## src/design/aarm_pkg.sv

```systemverilog
package aarm_pkg;

    typedef struct packed {
        logic signed [31:0] axis_x;
        logic signed [31:0] axis_y;
        logic signed [31:0] axis_z;
        logic signed [31:0] angle;
    } in_item_t;

    typedef struct packed {
        logic signed [31:0] m00;
        logic signed [31:0] m01;
        logic signed [31:0] m02;
        logic signed [31:0] m10;
        logic signed [31:0] m11;
        logic signed [31:0] m12;
        logic signed [31:0] m20;
        logic signed [31:0] m21;
        logic signed [31:0] m22;
        logic               axis_zero;
    } out_item_t;

    localparam int CORDIC_STEPS = 30;
    localparam logic signed [33:0] CORDIC_GAIN = 34'sd652032874;
    localparam logic signed [34:0] PI_Q30      = 35'sd3373259426;
    localparam logic signed [34:0] HALF_PI_Q30 = 35'sd1686629713;
    localparam logic signed [34:0] TWO_PI_Q30  = 35'sd6746518852;

    function automatic logic [31:0] atan_entry(input int idx);
        logic [31:0] tbl [0:29];
        tbl[0]  = 32'd843314857; tbl[1]  = 32'd497837829; tbl[2]  = 32'd263043837;
        tbl[3]  = 32'd133525159; tbl[4]  = 32'd67021687;  tbl[5]  = 32'd33543516;
        tbl[6]  = 32'd16775851;  tbl[7]  = 32'd8388437;   tbl[8]  = 32'd4194283;
        tbl[9]  = 32'd2097149;   tbl[10] = 32'd1048576;   tbl[11] = 32'd524288;
        tbl[12] = 32'd262144;    tbl[13] = 32'd131072;    tbl[14] = 32'd65536;
        tbl[15] = 32'd32768;     tbl[16] = 32'd16384;     tbl[17] = 32'd8192;
        tbl[18] = 32'd4096;      tbl[19] = 32'd2048;      tbl[20] = 32'd1024;
        tbl[21] = 32'd512;       tbl[22] = 32'd256;       tbl[23] = 32'd128;
        tbl[24] = 32'd64;        tbl[25] = 32'd32;        tbl[26] = 32'd16;
        tbl[27] = 32'd8;         tbl[28] = 32'd4;         tbl[29] = 32'd2;
        return tbl[idx];
    endfunction

    function automatic logic signed [31:0] sat32(input logic signed [35:0] v);
        if (v > 36'sd2147483647)
            return 32'sh7fffffff;
        if (v < -36'sd2147483648)
            return 32'sh80000000;
        return v[31:0];
    endfunction

endpackage

```

## src/design/aarm_pipe.sv

```systemverilog
module aarm_pipe
    import aarm_pkg::*;
#(
    parameter int WIDTH = 8,
    parameter int DEPTH = 1
)
(
    input  logic             clk,
    input  logic             rst_n,
    input  logic             en,
    input  logic             vin,
    input  logic [WIDTH-1:0] din,
    output logic             vout,
    output logic [WIDTH-1:0] dout
);

    logic [WIDTH-1:0] data_reg [0:DEPTH-1];
    logic [DEPTH-1:0] valid_reg;

    always_ff @(posedge clk or negedge rst_n)
    begin
        if (!rst_n)
        begin
            valid_reg <= '0;
        end
        else if (en)
        begin
            valid_reg[0] <= vin;
            for (int i = 1; i < DEPTH; i++)
            begin
                valid_reg[i] <= valid_reg[i-1];
            end
        end
    end

    always_ff @(posedge clk)
    begin
        if (en)
        begin
            data_reg[0] <= din;
            for (int i = 1; i < DEPTH; i++)
            begin
                data_reg[i] <= data_reg[i-1];
            end
        end
    end

    assign vout = valid_reg[DEPTH-1];
    assign dout = data_reg[DEPTH-1];

endmodule
```

## config.mk

```make
export PLATFORM = sky130hd
export DESIGN_NAME = aarm_pipe
export DESIGN_NICKNAME = d
export VERILOG_FILES = /design/src/design/aarm_pkg.sv /design/src/design/aarm_pipe.sv
export SDC_FILE = /design/constraint.sdc
export NUM_CORES = 1
export LEC_CHECK = 0
export ABC_AREA = 0
export BUFFER_PORTS_ARGS = -buffer_cell sky130_fd_sc_hd__buf_4
export CAP_MARGIN = 20
export CORE_AREA = 2 2 39 41
export CTS_CLUSTER_SIZE = 10
export DETAILED_ROUTE_END_ITERATION = 12
export DIE_AREA = 0 0 41 43
export GPL_ROUTABILITY_DRIVEN = 0
export PLACE_DENSITY = 0.52
export SLEW_MARGIN = 5
export SYNTH_ARGS = -nofsm -noshare
export SYNTH_HDL_FRONTEND = slang
export SYNTH_SLANG_ARGS = --single-unit
```

## constraint.sdc

```tcl
create_clock -name clk -period 0.8 [get_ports clk]
set_input_delay 0 -clock clk [delete_from_list [all_inputs] [get_ports clk]]
set_output_delay 0 -clock clk [all_outputs]
set_load 0.05 [all_outputs]
```

=== Yosys cells after proc, flatten, opt, wreduce, memory -nomap -nowiden ===
Memory sizes are Yosys's and may differ from the RTL's.
Cells that the tools add are included.

* Output and inout bits: 9
* Memories kept: 1
* RAM bits: 8
* Logic and storage cells: 4
* Bits in registers: 1

* Multiplexer cells: 2

{| class="wikitable"
|+ Memory list
! memory !! depth !! bits a word !! read ports !! clocked after Yosys merged registers in !! write ports !! line !! text
|-
| data_reg || 1 || 8 || 1 || 0 || 1 || aarm_pipe.sv:17 || <nowiki>logic [WIDTH-1:0] data_reg [0:DEPTH-1];</nowiki>
|}

{| class="wikitable"
|+ Operator list
! operator !! count
|-
| $mux W1 || 2
|}

=== Logic depth before layout (Yosys ltp) ===
Gate-level depths: netlist (run 1).

* Depth in word-level cells: 2
* Gate-level depth with buffers: 1

=== Least setup slack after synthesis (run 1) ===
No wires, ideal clock.

* Path kind: flip-flop to flip-flop
* Start point: reg vout (netlist name)
* End point: reg valid_reg, in the netlist vout
* Cell stages (with the launch flop): 2
* Clock period less this slack: 994 ps
* Arrival time: 869 ps
* Path slack: -194 ps
* Required time: 675 ps
* Path through: dfrtp_1 mux2_4

{| class="wikitable"
|+ RTL lines
! element !! line !! text
|-
| to (signal, indexed assignment) || aarm_pipe.sv:31 || <nowiki>valid_reg[i] <= valid_reg[i-1];</nowiki>
|-
| to (decl) || aarm_pipe.sv:18 || <nowiki>logic [DEPTH-1:0] valid_reg;</nowiki>
|}

=== Final worst setup path (run 1) ===
* Start point: reg valid_reg, in the netlist vout
* End point: out vout

{| class="wikitable"
|+ RTL lines
! element !! line !! text
|-
| to (decl) || aarm_pipe.sv:13 || <nowiki>output logic vout,</nowiki>
|}

No word-level cell between the ends.

==> flow_summary.yaml, run 1 <==
outcome:
  outcome: "complete, but fails checks"
  violations: "setup timing"
layout:
  seq_area_um2: 266.5
  final_cell_mix: "buf_4 (11), dlygate4sd3_1 (10), buf_6 (9), edfxtp_1 (8), clkbuf_4 (3)"
  antenna_cells: 0
  drive_gt1_share_pct: 56.82
  area_growth_pct: 118.3
  nets: 57
  layout_commonest_cell: "buf_4"
  fillers: 135
  largest_reg_flops: 8
  multi_input_area_um2: 15.01
floorplanning:
  ios: 21
  die_h_um: 43
  rows: 14
  die_area_mm2: 0.001763
  core_mm2: 0.001384
  die_x_um: 41
  start_util_pct: 20.25
sta:
  worst_pin_slew_ns: 0.1248
  worst_slack_ns: -0.01857
  period_minus_slack_ns: 0.8186
  fin_skew_ns: 0
  fin_worst_hold_slack_ns: 0.04348
  finalSetupViolCount: 2
  hold_viol_final: 0
  fmax_mhz: 1222
  fin_crit_sh_pct: 102.3
  slew_violations: 0
  finalSetupTns_ns: -0.02856
  rsz0062_at_grt: "true"
  maxSlewHeadroom_pct: 91.68
synthesis:
  syn_inst: 10
  ys_seq_area_share_pct: 94.64
  ys_types: 3
  synth-warning-count: 0
  syn_area_per_cell_um2: 28.03
  syn_area_um2: 280.3
  synth_nets: 22
  yosys_register_bits: 9
worst_setup_path:
  critPathArrivalTime_ns: 0.82
  critPathCaptureType: "output port"
  cp_slowest_cell: "dfrtp_2"
  critical_path_class: "flip-flop to output port"
  r2r_slack_ns: 0.01
  reg2reg_from: "vout"
  startpoint_type: "flip-flop"
  path_max_fanout: 2
  cpPeakStageDelay_ns: 0.41
  cp_num_buf_inv: 1
  r2r_cells: 1
  rr_endpoint: "vout"
  path_cells: "buf_6"
  crit_family: "flip-flops"
  cp.required_ns: 0.80
worst_hold_path:
  worstHoldPathCells: 1
  hold_start: "en"
  hold_path_class: "primary input to flip-flop"
  worstHoldEndpoint: "data_reg[0][1]"
pwr:
  power_density_mw_per_mm2: 1993
  total_leakage_power_nw: 0.2612
  peakVddDrop_v: 0.001029
routing:
  drtIter0Drc: 1
  first_pass_iters: 2
  wl_um: 579
  post_drt_wl_per_cell_um: 9.650
  ant_nets: 0
  viasPerCell: 3.700
  num_vias: 222
  drc_errors: 0
flow_run:
  cap_violations: 0
grt:
  grt-ovfl-total: 0
  first_global_vias: 217
  antenna_found_initial: 0
  grt_pass1_wl_um: 876
  grt_max_degree: 10
  grtUsageTotal_pct: 8.656
clock_tree:
  cts.sinks: 9
  root_buffer: "clkbuf_4"
  cts_buffers: 3
  clk_transition_reported_paths_ns: 0.06
  cts_buffer_depth: 2
  clkLatencyLatePin_ns: 0.25
  cts_tree: "built"
  htreeDepth: 1
placement:
  portBuffers: 20
cells by family (layout without fill, tap and decap cells):
logic type             count (synthesis)  in the layout  share of synthesized area (%)
buffers and inverters                  0             34                              0
flip-flops                             9              9                          94.64
multiplexers                           1              1                          5.356
report_power, final:
group          leakage (nW)  internal, mW  switching, mW
clock network        0.0150         0.191          0.146
registers            0.0890         0.556         0.0180
logic                 0.157         0.141          0.168
total                 0.261         0.888          0.331
Yosys cell counts, drive strengths merged:
library cell	count	area share (%)
edfxtp	8	86
dfrtp	1	8.9
mux2	1	5.4
per-layer routing:
| metal | vias to the layer above | global-route usage, % | wire [um] |
|---|---|---|---|
| met4 | 0 | 8.000 | 12 |
| met2 | 14 | 11.88 | 301 |
| met3 | 2 | 6.283 | 85 |
| li1 | 107 | - | - |
| met5 | - | 0 | 0 |
| met1 | 99 | 7.744 | 179 |
how the worst max path moves through the flow:
stage          cells after the start  slack, ns            from  endpoint
2_1_floorplan                      1      -0.11            vout      vout
3_3_place_gp                       1       0.04            vout      vout
3_5_place_dp                       1       0.03            vout      vout
4_1_cts                            1      -0.03            vout      vout
5_1_grt                            1      -0.05  data_reg[0][7]   dout[7]
6_report                           1      -0.02            vout      vout
metrics by stage:
stage / instance area (um2) / instances / power (mW) / setup WS (ns) / utilization, %
after global placement: 451.7 / 46 / 0.8220 / 0.03753 / 32.64
after floorplan: 281.5 / 10 / 0.7194 / -0.1094 / -
final: 611.8 / 60 / 1.219 / -0.01857 / 44.21
after global routing: 611.8 / 60 / 1.289 / -0.05074 / 44.21
after CTS: 611.8 / 60 / 1.236 / -0.02926 / 44.21
after detailed placement: 451.7 / 46 / 0.8263 / 0.02893 / 32.64
area by class of cell:
type,count,area share (%)
Tap cell,16,3.272
Multi-Input combinational cell,1,2.454
Sequential cell,9,43.56
Timing Repair Buffer,30,46.42
Clock buffer,4,4.294
repair_timing:
action / 4_1_cts / 5_1_grt
hold endpoints to repair: 10 / 0
hold buffers: 10 / 0
gates resized for setup: 9 / 0
setup endpoints to repair: 9 / 10
buffers inserted: 0 / 0
Power figures use the tool's default switching activity.
==> run 2, diff against run 1 <==
--- a/config.mk
+++ b/config.mk
@@ -13,7 +13,7 @@
 export DETAILED_ROUTE_END_ITERATION = 12
 export DIE_AREA = 0 0 41 43
 export GPL_ROUTABILITY_DRIVEN = 0
-export PLACE_DENSITY = 0.52
+export PLACE_DENSITY = 0.59
 export SLEW_MARGIN = 5
 export SYNTH_ARGS = -nofsm -noshare
 export SYNTH_HDL_FRONTEND = slang
==> run 2 against run 1 <==
Net effect:
- the flow still finishes with violations (setup timing)
- hold slack improved by 0.0015 ns
- combinational power is essentially flat
- critical path depth stayed put
- total power fell by 0.52%
- first-iteration DRC count is the same
- routed wire length up 13%
- largest cell class unchanged
==> flow_summary.yaml, run 2 (synthesis results as in run 1) <==
floorplanning:
  die_x_um: 41
  rows: 14
  ios: 21
  die_h_um: 43
  core_mm2: 0.001384
  start_util_pct: 20.25
  die_area_mm2: 0.001763
grt:
  grt_max_degree: 10
  antenna_found_initial: 0
  grtUsageTotal_pct: 8.647
  grt_pass1_wl_um: 883
  first_global_vias: 232
  grt-ovfl-total: 0
sta:
  maxSlewHeadroom_pct: 91.81
  slew_violations: 0
  fmax_mhz: 1234
  worst_slack_ns: -0.01057
  period_minus_slack_ns: 0.8106
  finalSetupViolCount: 4
  finalSetupTns_ns: -0.03006
  fin_skew_ns: 0
  worst_pin_slew_ns: 0.1228
  rsz0062_at_grt: "true"
  fin_worst_hold_slack_ns: 0.04498
  hold_viol_final: 0
  fin_crit_sh_pct: 101.3
worst_hold_path:
  worstHoldPathCells: 1
  hold_path_class: "primary input to flip-flop"
  hold_start: "en"
worst_setup_path:
  critPathArrivalTime_ns: 0.81
  cp_num_buf_inv: 1
  path_max_fanout: 2
  path_cells: "buf_6"
  reg2reg_from: "vout"
  r2r_cells: 1
  startpoint_type: "flip-flop"
  crit_path_start: "vout"
  cpPeakStageDelay_ns: 0.41
  critPathCaptureType: "output port"
  critical_path_class: "flip-flop to output port"
  path_depth: 1
  cp.required_ns: 0.80
  cp_slowest_cell: "dfrtp_2"
  crit_family: "flip-flops"
layout:
  instances_no_fill: 60
  final_cell_mix: "buf_4 (11), dlygate4sd3_1 (10), buf_6 (9), edfxtp_1 (8), clkbuf_4 (3)"
  multi_input_area_um2: 15.01
  final_util_pct: 44.21
  drive_gt1_share_pct: 56.82
  antenna_cells: 0
  stdcell_area_um2: 611.8
  layout_commonest_cell: "buf_4"
  seq_area_um2: 266.5
  nets: 57
  area_growth_pct: 118.3
  largest_reg_flops: 8
  fillers: 127
clock_tree:
  clkLatencyLatePin_ns: 0.25
  cts_buffers: 3
  clk_transition_reported_paths_ns: 0.06
  root_buffer: "clkbuf_4"
  post_cts_buffers: 0
  cts_tree: "built"
  cts.sinks: 9
  htreeDepth: 1
  cts_buffer_depth: 2
placement:
  portBuffers: 20
  place_inst: 46
  place_ws_ns: 0.03154
  placed_cell_area_um2: 451.7
  dp_hpwl_um: 477.1
pwr:
  finalPower_mw: 1.213
  total_leakage_power_nw: 0.2612
  power_density_mw_per_mm2: 1983
  peakVddDrop_v: 0.0009476
routing:
  drtIter0Drc: 1
  ant_nets: 0
  num_vias: 215
  drc_errors: 0
  first_pass_iters: 2
  post_drt_wl_per_cell_um: 10.90
  wl_um: 654
  viasPerCell: 3.583
outcome:
  outcome: "complete, but fails checks"
  violations: "setup timing"
flow_run:
  cap_violations: 0
==> run 2: cell counts in the layout (fill, tap and decap cells not counted) <==
Identical to the previous run, type by type.
==> run 2: where the power goes <==
part           internal (mW)  leakage (nW)  switching, mW
logic                  0.141         0.157          0.169
clock network          0.191        0.0150          0.137
registers              0.556        0.0890         0.0187
==> run 2: repair_timing <==
action,4_1_cts,5_1_grt
hold buffers,10,0
resized for setup,9,0
endpoints found under the setup margin,9,9
endpoints found under the hold margin,10,0
==> run 2: worst paths after layout <==
check | endpoint | slack (ns)
max | vout | -0.01
min | data_reg[0][0] | 0.04
max reg2reg | vout | 0.02
min reg2reg | vout | 0.53
max in group asynchronous | vout | 0.66
min in group asynchronous | vout | 0.05
==> run 2: area by class of cell <==
type	count	area share [%]
multi-input cells	1	2.454
flip-flops and latches	9	43.56
repair buffers	30	46.42
clock buffers	4	4.294
well taps	16	3.272
==> run 2: layer usage <==
layer	GRT usage, %	share of wire [%]	up-vias
li1	-	-	108
met1	9.060	39	86
met2	12.19	47	21
met3	5.236	14	0
met4	6.000	0	0
met5	0	0	-
